<file path="config.mk">
export PLATFORM = sky130hd
export DESIGN_NAME = multichannel_tick_pwm_generator
export DESIGN_NICKNAME = d
export VERILOG_FILES = /design/src/design/mctp_pkg.sv /design/src/design/mctp_div.sv /design/src/design/mctp_ctrl.sv /design/src/design/mctp_dp.sv /design/src/design/multichannel_tick_pwm_generator.sv
export VERILOG_INCLUDE_DIRS = /design/src /design/src/design
export SDC_FILE = /design/constraint.sdc
export NUM_CORES = 2
export LEC_CHECK = 0
export BUFFER_PORTS_ARGS = -buffer_cell sky130_fd_sc_hd__buf_4
export CAP_MARGIN = 20
export CORE_UTILIZATION = 46
export CTS_CLUSTER_SIZE = 12
export DETAILED_ROUTE_END_ITERATION = 6
export GPL_ROUTABILITY_DRIVEN = 0
export PLACE_DENSITY = 0.72
export SLEW_MARGIN = 20
export SYNTH_ARGS = -nofsm -noshare
export SYNTH_HDL_FRONTEND = slang
export SYNTH_SLANG_ARGS = --single-unit
</file>
<file path="constraint.sdc">
create_clock -name clk -period 8.05 [get_ports clk]
set_input_delay 1.2075 -clock clk [delete_from_list [all_inputs] [get_ports clk]]
set_output_delay 1.2075 -clock clk [all_outputs]
set_load 0.01 [all_outputs]
</file>
<file path="src/design/multichannel_tick_pwm_generator_macros.svh">
// Assertion macros for the tick PWM generator.
// Used by the top level only; no other dependencies.
`ifndef MULTICHANNEL_TICK_PWM_GENERATOR_MACROS_SVH
`define MULTICHANNEL_TICK_PWM_GENERATOR_MACROS_SVH

// same-cycle implication, disabled in reset
`define MCTP_ASSERT_NOW(lbl, clk, rst, ante, cons, msg) \
  lbl: assert property (@(posedge clk) disable iff (rst) (ante) |-> (cons)) else $error(msg);

// next-cycle implication, disabled in reset
`define MCTP_ASSERT_NEXT(lbl, clk, rst, ante, cons, msg) \
  lbl: assert property (@(posedge clk) disable iff (rst) (ante) |=> (cons)) else $error(msg);

`endif

</file>
<file path="src/design/mctp_pkg.sv">
// Shared types, widths and codes for the tick PWM generator.
// No dependencies; imported by every module of the block.
package mctp_pkg;

  localparam int CHANNELS   = 4;
  localparam int TICK_WIDTH = 32;
  localparam int PCT_FULL   = 100;
  localparam int VIS_CH     = 4;   // channels visible in the result

  localparam int REQ_W   = 2;
  localparam int CHAN_W  = 3;
  localparam int FREQ_W  = 20;
  localparam int DUTY_W  = 8;
  localparam int STAT_W  = 3;
  localparam int CLK_W   = 27;
  localparam int PRESC_W = 11;
  localparam int PCT_W   = 7;
  localparam int CIDX_W  = 3;
  localparam int CDATA_W = 27;

  localparam int NUM_W = CLK_W + PCT_W;
  localparam int PF_W  = PRESC_W + FREQ_W;
  localparam int DEN_W = PF_W + PCT_W;

  // request kinds
  localparam logic [REQ_W-1:0] REQ_START = 2'd0;
  localparam logic [REQ_W-1:0] REQ_STOP  = 2'd1;
  localparam logic [REQ_W-1:0] REQ_TICK  = 2'd2;
  localparam logic [REQ_W-1:0] REQ_NONE  = 2'd3;

  // status codes
  localparam logic [STAT_W-1:0] ST_OK          = 3'd0;
  localparam logic [STAT_W-1:0] ST_NOT_INIT    = 3'd1;
  localparam logic [STAT_W-1:0] ST_BAD_CHANNEL = 3'd2;
  localparam logic [STAT_W-1:0] ST_DUTY_RANGE  = 3'd3;
  localparam logic [STAT_W-1:0] ST_RUNNING     = 3'd4;
  localparam logic [STAT_W-1:0] ST_NOT_RUNNING = 3'd5;
  localparam logic [STAT_W-1:0] ST_ZERO_FREQ   = 3'd6;

  // configuration register indexes
  localparam logic [CIDX_W-1:0] CFG_ENABLE   = 3'd0;
  localparam logic [CIDX_W-1:0] CFG_CLOCK_HZ = 3'd1;
  localparam logic [CIDX_W-1:0] CFG_PRESCALE = 3'd2;
  localparam logic [CIDX_W-1:0] CFG_MIN_DUTY = 3'd3;
  localparam logic [CIDX_W-1:0] CFG_MAX_DUTY = 3'd4;

  typedef struct packed {
    logic [REQ_W-1:0]  req_type;
    logic [CHAN_W-1:0] channel;
    logic [FREQ_W-1:0] freq_hz;
    logic [DUTY_W-1:0] duty_pct;
  } req_t;

  typedef struct packed {
    logic [STAT_W-1:0] status;
    logic [VIS_CH-1:0] pin_levels;
    logic [VIS_CH-1:0] running_mask;
  } rsp_t;

  // controller to datapath
  typedef struct packed {
    logic latch;      // capture the request
    logic mul;        // register numerators and prescale*freq
    logic den;        // register the denominator
    logic div_start;  // launch both dividers
    logic exec;       // apply a request that needs no division
    logic load;       // write the computed counts, start the channel
  } ctrl_cmd_t;

  // datapath to controller
  typedef struct packed {
    logic need_div;
    logic div_done;
  } dp_stat_t;

endpackage

</file>
<file path="src/design/mctp_div.sv">
// Restoring serial divider, one quotient bit per cycle.
// Depends on mctp_pkg for the operand widths.
module mctp_div (
  input  logic                      clk,
  input  logic                      rst,
  input  logic                      go,
  input  logic [mctp_pkg::NUM_W-1:0] dividend,
  input  logic [mctp_pkg::DEN_W-1:0] divisor,
  output logic                      done,
  output logic [mctp_pkg::NUM_W-1:0] quotient
);
  import mctp_pkg::*;

  localparam int CNT_W = $clog2(NUM_W + 1);

  logic [DEN_W-1:0] rem;
  logic [NUM_W-1:0] quo;
  logic [CNT_W-1:0] cnt;
  logic             active;
  logic [DEN_W:0]   trial;
  logic [DEN_W:0]   diff;
  logic             fits;

  assign trial = {rem, quo[NUM_W-1]};
  assign diff  = trial - {1'b0, divisor};
  assign fits  = (trial >= {1'b0, divisor});

  always_ff @(posedge clk) begin
    if (rst) begin
      active <= 1'b0;
      done   <= 1'b0;
      cnt    <= '0;
    end else begin
      done <= active && (cnt == CNT_W'(1));
      if (go) begin
        active <= 1'b1;
        cnt    <= CNT_W'(NUM_W);
      end else if (active) begin
        cnt <= cnt - CNT_W'(1);
        if (cnt == CNT_W'(1)) begin
          active <= 1'b0;
        end
      end
    end
  end

  // dividend bits shift out of the top while quotient bits shift in below
  always_ff @(posedge clk) begin
    if (go) begin
      rem <= '0;
      quo <= dividend;
    end else if (active) begin
      rem <= fits ? diff[DEN_W-1:0] : trial[DEN_W-1:0];
      quo <= {quo[NUM_W-2:0], fits};
    end
  end

  assign quotient = quo;

endmodule

</file>
<file path="src/design/mctp_ctrl.sv">
// Request sequencer for the tick PWM generator.
// Depends on mctp_pkg for the command and status structs.
module mctp_ctrl (
  input  logic                 clk,
  input  logic                 rst,
  input  logic                 start,
  input  mctp_pkg::dp_stat_t   stat,
  output mctp_pkg::ctrl_cmd_t  cmd,
  output logic                 busy,
  output logic                 result_valid
);
  import mctp_pkg::*;

  typedef enum logic [5:0] {
    S_IDLE  = 6'b000001,
    S_EVAL  = 6'b000010,
    S_DEN   = 6'b000100,
    S_DIVGO = 6'b001000,
    S_DIV   = 6'b010000,
    S_DONE  = 6'b100000
  } state_t;

  state_t state, state_next;

  always_ff @(posedge clk) begin
    if (rst) begin
      state <= S_IDLE;
    end else begin
      state <= state_next;
    end
  end

  always_comb begin
    state_next = state;
    cmd        = '0;
    unique case (state)
      S_IDLE: begin
        cmd.latch = start;
        if (start) begin
          state_next = S_EVAL;
        end
      end
      S_EVAL: begin
        cmd.mul = 1'b1;
        if (stat.need_div) begin
          state_next = S_DEN;
        end else begin
          cmd.exec   = 1'b1;
          state_next = S_DONE;
        end
      end
      S_DEN: begin
        cmd.den    = 1'b1;
        state_next = S_DIVGO;
      end
      S_DIVGO: begin
        cmd.div_start = 1'b1;
        state_next    = S_DIV;
      end
      S_DIV: begin
        if (stat.div_done) begin
          cmd.load   = 1'b1;
          state_next = S_DONE;
        end
      end
      S_DONE: begin
        state_next = S_IDLE;
      end
      default: begin
        state_next = S_IDLE;
      end
    endcase
  end

  assign busy         = (state != S_IDLE);
  assign result_valid = (state == S_DONE);

endmodule

</file>
<file path="src/design/mctp_dp.sv">
// Datapath: config registers, request checks, tick counters, count math.
// Depends on mctp_pkg and on mctp_div (two instances, on and off counts).
module mctp_dp (
  input  logic                          clk,
  input  logic                          rst,
  input  mctp_pkg::req_t                request,
  input  mctp_pkg::ctrl_cmd_t           cmd,
  output mctp_pkg::dp_stat_t            stat,
  input  logic                          cfg_valid,
  input  logic [mctp_pkg::CIDX_W-1:0]   cfg_index,
  input  logic [mctp_pkg::CDATA_W-1:0]  cfg_data,
  output mctp_pkg::rsp_t                result
);
  import mctp_pkg::*;

  localparam int PAD_W = (CHANNELS > VIS_CH) ? CHANNELS : VIS_CH;
  localparam logic [CHAN_W:0] CH_LIMIT = (CHAN_W + 1)'(CHANNELS);

  // configuration
  logic               mod_en;
  logic [CLK_W-1:0]   clock_hz;
  logic [PRESC_W-1:0] prescale;
  logic [PCT_W-1:0]   min_duty;
  logic [PCT_W-1:0]   max_duty;

  always_ff @(posedge clk) begin
    if (rst) begin
      mod_en   <= 1'b0;
      clock_hz <= CLK_W'(8000000);
      prescale <= PRESC_W'(8);
      min_duty <= PCT_W'(0);
      max_duty <= PCT_W'(PCT_FULL);
    end else if (cfg_valid) begin
      unique case (cfg_index)
        CFG_ENABLE:   mod_en   <= cfg_data[0];
        CFG_CLOCK_HZ: clock_hz <= cfg_data[CLK_W-1:0];
        CFG_PRESCALE: prescale <= cfg_data[PRESC_W-1:0];
        CFG_MIN_DUTY: min_duty <= cfg_data[PCT_W-1:0];
        CFG_MAX_DUTY: max_duty <= cfg_data[PCT_W-1:0];
        default: ;
      endcase
    end
  end

  // request and channel state
  req_t                req_q;
  logic [STAT_W-1:0]   st_q;
  logic [CHANNELS-1:0] pin;
  logic [CHANNELS-1:0] running;
  logic [CHANNELS-1:0] next_low;
  logic [TICK_WIDTH-1:0] high_ticks [CHANNELS];
  logic [TICK_WIDTH-1:0] low_ticks  [CHANNELS];
  logic [TICK_WIDTH-1:0] remaining  [CHANNELS];

  always_ff @(posedge clk) begin
    if (cmd.latch) begin
      req_q <= request;
    end
  end

  // request checks, evaluated while the request sits in req_q
  logic [CHANNELS-1:0] sel;
  logic                sel_running;
  logic [STAT_W-1:0]   chk_code;
  logic                act_tick;
  logic                act_pin_high;
  logic                act_stop;
  logic                need_div;

  always_comb begin
    for (int c = 0; c < CHANNELS; c++) begin
      sel[c] = ({1'b0, req_q.channel} == (CHAN_W + 1)'(c));
    end
    sel_running  = |(sel & running);
    chk_code     = ST_OK;
    act_tick     = 1'b0;
    act_pin_high = 1'b0;
    act_stop     = 1'b0;
    need_div     = 1'b0;
    if (req_q.req_type == REQ_NONE) begin
      chk_code = ST_OK;
    end else if (!mod_en) begin
      chk_code = ST_NOT_INIT;
    end else if (req_q.req_type == REQ_TICK) begin
      act_tick = 1'b1;
    end else if ({1'b0, req_q.channel} >= CH_LIMIT) begin
      chk_code = ST_BAD_CHANNEL;
    end else if (req_q.req_type == REQ_START) begin
      if (req_q.duty_pct > {1'b0, max_duty} || req_q.duty_pct < {1'b0, min_duty}) begin
        chk_code = ST_DUTY_RANGE;
      end else if (sel_running) begin
        chk_code = ST_RUNNING;
      end else if (req_q.duty_pct == '0) begin
        chk_code = ST_OK;
      end else if (req_q.duty_pct >= DUTY_W'(PCT_FULL)) begin
        act_pin_high = 1'b1;
      end else if (req_q.freq_hz == '0) begin
        chk_code = ST_ZERO_FREQ;
      end else begin
        need_div = 1'b1;
      end
    end else if (!sel_running) begin
      chk_code = ST_NOT_RUNNING;
    end else begin
      act_stop = 1'b1;
    end
  end

  // count math: on = clock*duty / (100*prescale*freq), off likewise
  logic [PCT_W-1:0]   on_pct;
  logic [PCT_W-1:0]   off_pct;
  logic [PRESC_W-1:0] presc_eff;
  logic [NUM_W-1:0]   num_hi;
  logic [NUM_W-1:0]   num_lo;
  logic [PF_W-1:0]    pf;
  logic [DEN_W-1:0]   den;

  assign on_pct    = req_q.duty_pct[PCT_W-1:0];
  assign off_pct   = PCT_W'(DUTY_W'(PCT_FULL) - req_q.duty_pct);
  assign presc_eff = (prescale == '0) ? PRESC_W'(1) : prescale;

  always_ff @(posedge clk) begin
    if (cmd.mul) begin
      num_hi <= NUM_W'(clock_hz) * NUM_W'(on_pct);
      num_lo <= NUM_W'(clock_hz) * NUM_W'(off_pct);
      pf     <= PF_W'(presc_eff) * PF_W'(req_q.freq_hz);
    end
    if (cmd.den) begin
      den <= DEN_W'(pf) * DEN_W'(PCT_FULL);
    end
  end

  logic [NUM_W-1:0] q_hi;
  logic [NUM_W-1:0] q_lo;
  logic             done_hi;
  logic             done_lo;

  mctp_div u_div_hi (
    .clk      (clk),
    .rst      (rst),
    .go       (cmd.div_start),
    .dividend (num_hi),
    .divisor  (den),
    .done     (done_hi),
    .quotient (q_hi)
  );

  mctp_div u_div_lo (
    .clk      (clk),
    .rst      (rst),
    .go       (cmd.div_start),
    .dividend (num_lo),
    .divisor  (den),
    .done     (done_lo),
    .quotient (q_lo)
  );

  // clamp to 1 .. 2^TICK_WIDTH-1
  function automatic logic [TICK_WIDTH-1:0] sat_ticks(input logic [NUM_W-1:0] q);
    logic [TICK_WIDTH-1:0] r;
    if (|q[NUM_W-1:TICK_WIDTH]) begin
      r = '1;
    end else if (q == '0) begin
      r = TICK_WIDTH'(1);
    end else begin
      r = q[TICK_WIDTH-1:0];
    end
    return r;
  endfunction

  logic [TICK_WIDTH-1:0] hi_sat;
  logic [TICK_WIDTH-1:0] lo_sat;

  assign hi_sat = sat_ticks(q_hi);
  assign lo_sat = sat_ticks(q_lo);

  // per-channel control bits
  always_ff @(posedge clk) begin
    if (rst) begin
      pin      <= '0;
      running  <= '0;
      next_low <= '0;
      st_q     <= ST_OK;
    end else begin
      if (cmd.exec) begin
        st_q <= chk_code;
      end else if (cmd.load) begin
        st_q <= ST_OK;
      end
      for (int c = 0; c < CHANNELS; c++) begin
        if (cmd.exec && act_tick && running[c] && remaining[c] <= TICK_WIDTH'(1)) begin
          pin[c]      <= ~pin[c];
          next_low[c] <= ~next_low[c];
        end
        if (cmd.exec && act_pin_high && sel[c]) begin
          pin[c] <= 1'b1;
        end
        if (cmd.exec && act_stop && sel[c]) begin
          pin[c]     <= 1'b0;
          running[c] <= 1'b0;
        end
        if (cmd.load && sel[c]) begin
          pin[c]      <= 1'b1;
          running[c]  <= 1'b1;
          next_low[c] <= 1'b1;
        end
      end
    end
  end

  // per-channel tick counts
  always_ff @(posedge clk) begin
    for (int c = 0; c < CHANNELS; c++) begin
      if (cmd.exec && act_tick && running[c]) begin
        if (remaining[c] > TICK_WIDTH'(1)) begin
          remaining[c] <= remaining[c] - TICK_WIDTH'(1);
        end else begin
          remaining[c] <= next_low[c] ? low_ticks[c] : high_ticks[c];
        end
      end
      if (cmd.load && sel[c]) begin
        high_ticks[c] <= hi_sat;
        low_ticks[c]  <= lo_sat;
        remaining[c]  <= hi_sat;
      end
    end
  end

  logic [PAD_W-1:0] pin_pad;
  logic [PAD_W-1:0] run_pad;

  assign pin_pad = PAD_W'(pin);
  assign run_pad = PAD_W'(running);

  assign result.status       = st_q;
  assign result.pin_levels   = pin_pad[VIS_CH-1:0];
  assign result.running_mask = run_pad[VIS_CH-1:0];

  assign stat.need_div = need_div;
  assign stat.div_done = done_hi & done_lo;

endmodule

</file>
<file path="src/design/multichannel_tick_pwm_generator.sv">
// Top level of the multichannel tick PWM generator.
// Depends on mctp_pkg, mctp_ctrl, mctp_dp and the assertion macro header.
//
// Usage:
//   Requests enter on request when start is high and busy is low. Kinds are
//   start channel, stop channel, timer tick and none; each gives exactly one
//   result on result, marked by a one-cycle result_valid strobe. The result
//   carries a status code and the pin level and running flag of channels 0..3
//   after the request. There is no back-pressure on results.
//   Configuration is written on cfg_valid/cfg_index/cfg_data; cfg_ready is
//   always high. Write only while busy is low.
// Sequence:
//   Requests that need no division (stop, tick, none, rejected, and zero- or
//   full-duty starts) pass EVAL, then DONE, where result_valid is raised;
//   busy drops on the return to IDLE, and only then is a new request taken.
//   Start that loads counts: EVAL, DEN, DIVGO, DIV (two parallel serial dividers,
//   one quotient bit per cycle over a 34-bit dividend), then DONE and IDLE.
// Reset:
//   rst (synchronous) restores register defaults, stops every channel and
//   drives all pins low. Stored tick counts are not cleared.
module multichannel_tick_pwm_generator (
  input  logic                          clk,
  input  logic                          rst,
  input  logic                          start,
  output logic                          busy,
  input  mctp_pkg::req_t                request,
  output logic                          result_valid,
  output mctp_pkg::rsp_t                result,
  input  logic                          cfg_valid,
  output logic                          cfg_ready,
  input  logic [mctp_pkg::CIDX_W-1:0]   cfg_index,
  input  logic [mctp_pkg::CDATA_W-1:0]  cfg_data
);
  import mctp_pkg::*;
`include "multichannel_tick_pwm_generator_macros.svh"

  ctrl_cmd_t cmd;
  dp_stat_t  stat;

  assign cfg_ready = 1'b1;

  mctp_ctrl u_ctrl (
    .clk          (clk),
    .rst          (rst),
    .start        (start),
    .stat         (stat),
    .cmd          (cmd),
    .busy         (busy),
    .result_valid (result_valid)
  );

  mctp_dp u_dp (
    .clk       (clk),
    .rst       (rst),
    .request   (request),
    .cmd       (cmd),
    .stat      (stat),
    .cfg_valid (cfg_valid & cfg_ready),
    .cfg_index (cfg_index),
    .cfg_data  (cfg_data),
    .result    (result)
  );

  // an accepted request keeps the block busy until its result is out
  `MCTP_ASSERT_NEXT(a_accept_busy, clk, rst, start && !busy, busy, "accept did not raise busy")
  `MCTP_ASSERT_NEXT(a_single_strobe, clk, rst, result_valid, !result_valid && !busy, "result strobe longer than one cycle")
  `MCTP_ASSERT_NOW(a_status_legal, clk, rst, result_valid, result.status <= ST_ZERO_FREQ, "undefined status code")
  `MCTP_ASSERT_NOW(a_load_once, clk, rst, cmd.load || cmd.exec, !(cmd.load && cmd.exec), "exec and load together")

endmodule

</file>
==> results_dict.tcl <==
set metrics [dict create \
    cts_root_buf "clkbuf_16" \
    detail_route.wl_per_cell_um 19.5 \
    fp-row-count 130 \
    ys_ff_latch 785 \
    nets 6751 \
    antenna-diode-count 0 \
    fin_tns_setup_ps 0 \
    ir_drop_v 0.000174 \
    min_period_over_period 0.864 \
    post_cts_buffers 0 \
    mostFrequentLayoutCells "nand2_1, inv_1, edfxtp_1, fa_1, ha_1" \
    cp_common_cell "inv_1" \
    mostFrequentLayoutCell "nand2_1" \
    drtAntennaViolNets 0 \
    die_width_um 359 \
    synth.yosys.seq_area_share 0.374 \
    cts_hold_buf 0 \
    yosysWarningCount 0 \
    grt_start_max_net_pins 81 \
    min_path_type "reg2reg" \
    syn_inst 5942 \
    h-tree-depth 3 \
    outcome "complete, no violations" \
    clock-skew-final_ps 49.3 \
    slowest_stage "a221oi_1" \
    grt_pass1_wl_um 234000 \
    rsz0062_at_grt "no" \
    slew_headroom 0.316 \
    fmax_ghz 0.144 \
    start_util 0.465 \
    finalHoldViolCount 0 \
    vias 43000 \
    core_area_mm2 0.126 \
    drtIter0Drc 4162 \
    cts_tree "done" \
    antenna_found_initial 2 \
    hpwl_um 109000 \
    yosysTopAreaCell "edfxtp_1" \
    drv_slew 0 \
    drv_cap 0 \
    ios 81 \
    grtUsageTotal 0.230 \
    die_area_mm2 0.129 \
    synth.top_cell.area_share 0.318 \
    drive_gt1_frac 0.0666 \
    synth_edf_count 619 \
    die_h_um 359 \
    drc 0 \
    cp-end-kind "flip-flop" \
    cts-resized-gates 0 \
    grt_overflow 0 \
    cts.clk_slew.worst_paths_ps 60 \
    period_minus_slack_ps 6960 \
    numCtsBuffers 85 \
    firstDrtPassIters 7 \
    synth_cell_types 87 \
    crit_path_start_kind "flip-flop" \
    dp_cells 7441 \
    slowest_delay_ps 670 \
    avgSynthCellArea_um2 9.85 \
    worst_pin_slew_ps 1020 \
    postSynth.topFlopCell "edfxtp_1" \
    synthesis.nets 6814 \
    worstPathRequired_ps 8490 \
    synthArstFlopShare 0 \
    p_per_area_mw_per_mm2 194 \
    portBuffers 79 \
    viasPerCell 5.66 \
    critPathKind "reg2reg" \
    finalSetupViolCount 0 \
    wl_um 148000 \
    final_util 0.504 \
    syn2layout_area_growth_pct 8.32 \
    clk_path_buf_depth 3 \
    path_max_fanout 30 \
    grt_pass1_vias 42300 \
    syn-cell-area_mm2 0.0585 \
    insertion_delay_ps 730 \
    synth_area_leaders "edfxtp_1, fa_1, ha_1, nand2_1, dfxtp_1" \
    p_leak_nw 26.6 \
    clock_sink_count 785 \
    instances_no_fill 7596 \
    finalPower_w 0.0123 \
    cp.arrival_ps 7400 \
]
[state kept, by name, indices dropped and copies added, names as in the netlist, 4 cells and up]
register	flops
u_dp.den	36
u_ctrl.state	6
u_dp.min_duty	7
u_dp.high_ticks	128
u_dp.remaining	128
u_dp.max_duty	7
u_dp.run_pad	4
u_dp.u_div_lo.rem	38
u_dp.clock_hz	27
u_dp.num_lo	34
u_dp.u_div_hi.rem	38
u_dp.u_div_lo.quotient	34
u_dp.num_hi	33
u_dp.pf	31
u_dp.u_div_hi.cnt	6
u_dp.on_pct	7
u_dp.pin	4
u_dp.next_low	4
u_dp.u_div_hi.quotient	34
u_dp.low_ticks	128
u_dp.req_q	26
u_dp.prescale	11
u_dp.u_div_lo.cnt	6
[area by class of cell]
cell class,count,area (µm²)
clock inverters,36,492
inverters,683,2570
repair buffers,135,1020
fillers,11200,62500
multi-input cells,4189,33000
clock buffers,118,2340
flip-flops and latches,785,21900
well taps,1650,2060
[cell usage after synthesis, types with 15 or more instances]
cell      number
dfxtp_1      166
or4_1         26
nand3b_1      24
mux2_2        77
or3_1         61
mux2i_1       69
o211ai_1      76
nor2b_1       62
xnor2_1      202
clkbuf_1     249
a21o_1       116
xor2_1        92
inv_1        682
nor4_1        57
nor3_1        85
o31ai_1       15
and3_1        25
ha_1         368
edfxtp_1     619
and2_1       189
o21bai_1      31
a31oi_1       30
a21oi_1      312
a211oi_1      55
nand2b_1      30
fa_1         437
nand4_1       37
o21a_1        21
nand3_1       56
nand2_1      934
buf_1         16
o21ai_0      285
nor2_1       237
[cells by family after synthesis]
logic type      count (synthesis)  share of synthesized area
compound gates               1065                      0.113
xor+xnor                      294                     0.0440
mux                           147                     0.0270
fa+ha+maj                     805                      0.228
other cells                     1                  0.0000641
buf+inv                       968                     0.0631
flops                         785                      0.374
simple gates                 1877                      0.150
[path summary, 6_finish.rpt]
path	startpoint	cells after the start	end	slack [ps]
worst max-delay path	u_dp.on_pct[0]	29	u_dp.num_lo[33]	1090
worst min-delay path	u_dp.u_div_lo.done	2	u_ctrl.state[5]	460
worst max register to register	u_dp.on_pct[0]	29	u_dp.num_lo[33]	1090
worst min register to register	u_dp.u_div_lo.done	2	u_ctrl.state[5]	460
[power by group]
part	internal (W)	switching [W]	leakage, nW
Sequential	0.00458	0.000139	6.87
Combinational	0.00150	0.00207	18.3
Clock	0.00230	0.00170	1.36
Total	0.00838	0.00391	26.6
[through the flow]
step	setup slack (ps)	cell area, µm²	hold slack, ps
floorplan	1660	58500	436
global placement	1340	60600	451
detailed placement	1180	60600	457
CTS	1150	63400	460
global route	770	63400	483
finish	1090	63400	461
[layer usage]
metal / part of all wire / vias up / routed length, µm / track usage
li1: - / 20100 / - / -
met1: 0.43 / 20900 / 63600 / 0.315
met2: 0.45 / 1736 / 67100 / 0.364
met3: 0.082 / 315 / 12100 / 0.0386
met4: 0.037 / 0 / 5490 / 0.0928
met5: 0 / - / 0 / 0
[critical path, delay by kind of cell, from the launching register on]
| family | cells | cell delay [ps] |
|---|---|---|
| flops | 1 | 320 |
| xor+xnor | 2 | 310 |
| compound gates | 8 | 1960 |
| simple gates | 5 | 600 |
| buf+inv | 8 | 920 |
| fa+ha+maj | 6 | 2540 |
Power figures use the tool's default switching activity.
